===== src/design/hbe_pkg.sv =====
// shared types and constants for the heightmap brush engine
`timescale 1ns / 1ps
package hbe_pkg;
  localparam int MaxWidth   = 512;
  localparam int MaxHeight  = 512;
  localparam int MaxRadius  = 31;
  localparam int StoreDepth = MaxWidth * MaxHeight;
  localparam int AddrW      = $clog2(StoreDepth);
  localparam int PixW       = 24;
  localparam int StepAmount = 5;
  localparam int ChanTop    = 255;

  typedef enum logic [1:0] {
    OP_BUTTON = 2'd0,
    OP_MOVE   = 2'd1,
    OP_WRITE  = 2'd2,
    OP_READ   = 2'd3
  } op_t;

  typedef enum logic [2:0] {
    REG_PIC_W  = 3'd0,
    REG_PIC_H  = 3'd1,
    REG_PANE_W = 3'd2,
    REG_PANE_H = 3'd3,
    REG_RADIUS = 3'd4
  } reg_t;

  // buttons of a button event
  typedef enum logic [1:0] {
    BTN_LEFT   = 2'd0,
    BTN_RIGHT  = 2'd1,
    BTN_MIDDLE = 2'd2
  } btn_t;

  // brush modes of one walk over the square
  typedef enum logic [1:0] {
    MODE_BRIGHT = 2'd0,
    MODE_DARK   = 2'd1,
    MODE_FLAT   = 2'd2,
    MODE_SUM    = 2'd3
  } mode_t;

  // controller to datapath
  typedef struct packed {
    logic  btn_set;    // update the button flags
    logic  map_start;  // start coordinate mapping
    logic  walk_start; // start a square walk
    mode_t mode;
    logic  div_start;  // start area division
    logic  host_wr;    // host pixel write
    logic  host_rd;    // host pixel read issue
    logic  rd_done;    // present read data
  } cmd_t;

  // datapath to controller
  typedef struct packed {
    logic map_done;
    logic map_valid;
    logic walk_done;
    logic div_done;
  } stat_t;
endpackage


===== src/design/hbe_ctrl.sv =====
// controller: sequences one item through the datapath
`timescale 1ns / 1ps
module hbe_ctrl (
  input  logic           clk,
  input  logic           rst,
  input  logic           start,
  input  logic [1:0]     operation,
  input  logic           left_held,
  input  logic           right_held,
  input  logic           middle_held,
  input  hbe_pkg::stat_t stat,
  output hbe_pkg::cmd_t  cmd,
  output logic           load,
  output logic           busy,
  output logic           done
);
  typedef enum logic [3:0] {
    S_IDLE, S_DECODE, S_MAP, S_LEFT, S_RIGHT, S_SUM, S_DIV, S_FLAT,
    S_RD1, S_RD2, S_FIN
  } state_t;
  state_t st;
  logic [1:0] op_q;
  logic       issued;

  // item fields are captured at the accepting edge
  assign load = (st == S_IDLE) && start && !busy;

  // state and registered commands
  always_ff @(posedge clk) begin
    if (rst) begin
      st     <= S_IDLE;
      cmd    <= '0;
      busy   <= 1'b0;
      done   <= 1'b0;
      issued <= 1'b0;
      op_q   <= '0;
    end else begin
      cmd  <= '0;
      done <= 1'b0;
      unique case (st)
        S_IDLE: begin
          if (start && !busy) begin
            busy     <= 1'b1;
            op_q     <= operation;
            st       <= S_DECODE;
          end
        end
        S_DECODE: begin
          unique case (op_q)
            hbe_pkg::OP_BUTTON: begin
              cmd.btn_set <= 1'b1;
              st <= S_FIN;
            end
            hbe_pkg::OP_MOVE: begin
              cmd.map_start <= 1'b1;
              st <= S_MAP;
            end
            hbe_pkg::OP_WRITE: begin
              cmd.host_wr <= 1'b1;
              st <= S_FIN;
            end
            hbe_pkg::OP_READ: begin
              cmd.host_rd <= 1'b1;
              st <= S_RD1;
            end
            default: st <= S_FIN;
          endcase
          issued <= 1'b0;
        end
        S_MAP: begin
          if (stat.map_done) begin
            st <= !stat.map_valid ? S_FIN : S_LEFT;
          end
        end
        S_LEFT, S_RIGHT, S_SUM, S_FLAT: begin
          if (!issued) begin
            if ((st == S_LEFT && !left_held) || (st == S_RIGHT && !right_held) ||
                ((st == S_SUM || st == S_FLAT) && !middle_held)) begin
              st <= (st == S_LEFT) ? S_RIGHT : (st == S_RIGHT) ? S_SUM : S_FIN;
            end else begin
              issued         <= 1'b1;
              cmd.walk_start <= 1'b1;
              cmd.mode       <= (st == S_LEFT)  ? hbe_pkg::MODE_BRIGHT :
                                (st == S_RIGHT) ? hbe_pkg::MODE_DARK :
                                (st == S_SUM)   ? hbe_pkg::MODE_SUM : hbe_pkg::MODE_FLAT;
            end
          end else if (stat.walk_done) begin
            issued <= 1'b0;
            if (st == S_SUM) begin
              cmd.div_start <= 1'b1;
              st <= S_DIV;
            end else begin
              st <= (st == S_LEFT) ? S_RIGHT : (st == S_RIGHT) ? S_SUM : S_FIN;
            end
          end
        end
        S_DIV: begin
          if (stat.div_done) begin
            st <= S_FLAT;
          end
        end
        S_RD1: begin
          cmd.rd_done <= 1'b1;
          st <= S_RD2;
        end
        S_RD2: st <= S_FIN;
        S_FIN: begin
          if (!cmd.rd_done) begin
            done <= 1'b1;
            busy <= 1'b0;
            st   <= S_IDLE;
          end
        end
        default: st <= S_IDLE;
      endcase
    end
  end
endmodule


===== config.mk =====
export PLATFORM = sky130hd
export DESIGN_NAME = hbe_ctrl
export DESIGN_NICKNAME = d
export VERILOG_FILES = /design/src/design/hbe_pkg.sv /design/src/design/hbe_ctrl.sv
export SDC_FILE = /design/constraint.sdc
export NUM_CORES = 1
export LEC_CHECK = 0
export BUFFER_PORTS_ARGS = -buffer_cell sky130_fd_sc_hd__buf_2
export CAP_MARGIN = 20
export CORE_UTILIZATION = 54
export DETAILED_ROUTE_END_ITERATION = 7
export GPL_TIMING_DRIVEN = 0
export PLACE_DENSITY = 0.89
export SLEW_MARGIN = 20
export SYNTH_ARGS = -nofsm -noshare
export SYNTH_HDL_FRONTEND = slang
export SYNTH_SLANG_ARGS = --single-unit

===== constraint.sdc =====
create_clock -name clk -period 2.5 [get_ports clk]
set_clock_uncertainty 0.15 [all_clocks]
set_input_delay 0 -clock clk [delete_from_list [all_inputs] [get_ports clk]]
set_output_delay 0 -clock clk [all_outputs]
set_load 0.03 [all_outputs]

==> impl_metrics.ini <==
[status]
run_status = complete, no violations

[critical_path]
worstSetupEndpointType = flop
crit_required_ps = 2590
slowest_delay_ps = 560
crit_arrival_ps = 2190
cp_max_fo = 10
path_cells = buf_6, nor4_1, nand3b_1, inv_1, nand2_1, a21oi_1, dlygate4sd3_1
critPathKind = reg2reg
start_kind = flop
crit_slowest_cell = dlygate4sd3_1

[timing]
worst_pin_slew_ps = 517
fin_crit_ps = 2100
finalHoldViolations = 0
max_freq_ghz = 0.476
setup_tns_ps = 0
rsz0062_at_grt = false
setup_viol_count_final = 0
period_share = 0.840
max_slew_margin = 0.654
maxSlewViolCount = 0

[finish]
area.growth.synth_to_final_pct = 28.0
fin_area_um2 = 1150
fin_nets = 158
multi_input_area_um2 = 465
nFillCells = 109
drive_above_1_share = 0.255
ff_latch_area_um2 = 360
diodes = 0

[power]
powerDensity_nw_per_um2 = 964
pwr-share-comb = 0.498
internal-power_mw = 0.633
p_sw_mw = 0.477
power_frac_clock = 0.162
seq_power_share = 0.340
leakage_nw = 0.499
ir_drop_mv = 0.710
switching_share = 0.430

[logic_synthesis]
yosysWarnings = 0
synth_top_cell_area_share = 0.401
seq_area_frac_synth = 0.401
yosys-top-cells-area = dfxtp_1 40%, a21oi_1 5.6%, nand2_1 5.4%, nor2_1 4.6%, buf_6 3.8%
yosys.area.top_type = dfxtp_1
synth_edf_count = 0
synth_area_per_cell_um2 = 8.18
synthCells = 110
synth-main-ff-cell = dfxtp_1
synth.most_common_cell = dfxtp_1
async_flop_share = 0
ys_types = 36
ys_ff_latch = 18
syn-num-nets = 122
synth_commonest_cells = 18 x dfxtp_1, 13 x nand2_1, 11 x nor2_1
syn_area_um2 = 900

[place]
dpl_cell_area_um2 = 1030
port_buffers = 23
dp_hpwl_um = 1460
place_congestion = 0.886

[floorplanning]
chipHeight_um = 42.8
die-area_um2 = 1830
pin_count = 24
initial_utilization = 0.590
core_area_um2 = 1520
rows = 14
die_x_um = 42.8

[clocking]
clk_pin_slew_ps = 100
cts-resized-gates = 0
clk_latency_ps = 300
cts-buffers-inserted = 3
cts_tree = yes
cts.sink_count = 18
cts-root-buf = clkbuf_4
clock_path_buffers = 2
htree_levels = 1

[drt]
routed_wirelength_um = 2080
drtIter0Drc = 49
drc = 0
via_per_inst = 5.90
drt-pass1-iter-count = 4
wire_per_inst_um = 12.9
ant_nets = 0
vias = 950

[global_routing]
grt_max_degree = 11
grt_use_total = 0.241
grt-ovfl-total = 0
antenna_found_initial = 0
grt_pass1_wl_um = 3420
first_global_vias = 860

[hold_path]
holdCritPathClass = in2reg

[job]
max_cap_violations = 0
-- cell families (layout without fill, tap and decap cells) --
family          after synthesis  in the layout  share of synthesized area
buf+inv                      13             48                     0.0821
simple gates                 49             49                      0.287
mux                           2              2                     0.0236
flops                        18             18                      0.401
compound gates               28             28                      0.207
-- state kept, by name, summed over array words and instances, names as in the netlist --
register and cells:
busy 1, cmd 9, done 1, issued 1
op_q 2, st 4
-- layer usage --
layer,up-vias,part of all wire,GRT usage
met2,43,0.48,0.388
li1,461,-,-
met5,-,0,0
met3,7,0.060,0.0170
met4,0,0.024,0.150
met1,439,0.43,0.310
-- timing repair --
| action | 4_1_cts | 5_1_grt |
|---|---|---|
| buffers inserted | 0 | 0 |
| hold buffers | 8 | 0 |
| endpoints found under the hold margin | 12 | 0 |
-- layout make-up --
| cell class | count | area share |
|---|---|---|
| inverter | 6 | 0.0196 |
| clock buffer | 4 | 0.0315 |
| sequential | 18 | 0.313 |
| buffer | 7 | 0.0446 |
| timing repair buffer | 31 | 0.170 |
| multi-input combinational | 79 | 0.404 |
| tap | 16 | 0.0174 |
-- layout by cell type (no fill, tap or decap), types with 2 or more instances in the layout --
cell type      netlist  routed
nor3_1               5       5
buf_2                2      25
a21oi_1             10      10
dfxtp_1             18      18
nor4_1               4       4
clkbuf_1             2       2
inv_1                6       6
buf_6                3       3
clkbuf_4             0       3
nor2b_1              2       2
nand2_1             13      13
dlygate4sd3_1        0       8
o31ai_1              2       2
o21ai_0              5       5
nor2_1              11      11
nand3_1              5       5
-- per-stage QoR --
stage	util	hold WS [ps]	std cells	total power, mW	worst slack (ps)
CTS	0.755	19.3	161	1.10	376
floorplan	-	-76.5	110	0.792	893
detailed placement	0.679	106	149	0.906	734
global route	0.755	34.4	161	1.18	217
global placement	0.679	95.0	149	0.895	736
finish	0.755	23.7	161	1.11	400
-- final timing paths --
kind	from	to	slack [ps]	cells past startpoint
setup / recovery	st[2]	op_q[1]	400	7
hold / removal	stat[1]	issued	20	4
setup reg to reg	st[2]	op_q[1]	400	7
hold reg to reg	cmd[0]	done	340	1
-- critical path, delay by kind of cell, from the launching register on --
family / cells / cell delay, ps
buffers and inverters: 3 / 830
AND/OR/NAND/NOR: 3 / 600
flip-flops: 1 / 350
AO/OA/AOI/OAI: 1 / 110
-- power by group through the flow --
stage	clock [mW]	combinational, mW	sequential, mW
2_1_floorplan	0	0.379	0.412
3_3_place_gp	0	0.513	0.382
3_5_place_dp	0	0.523	0.383
4_1_cts	0.181	0.545	0.377
5_1_grt	0.190	0.602	0.385
6_report	0.180	0.553	0.378
Note: power is estimated with default switching activity, not from simulation.
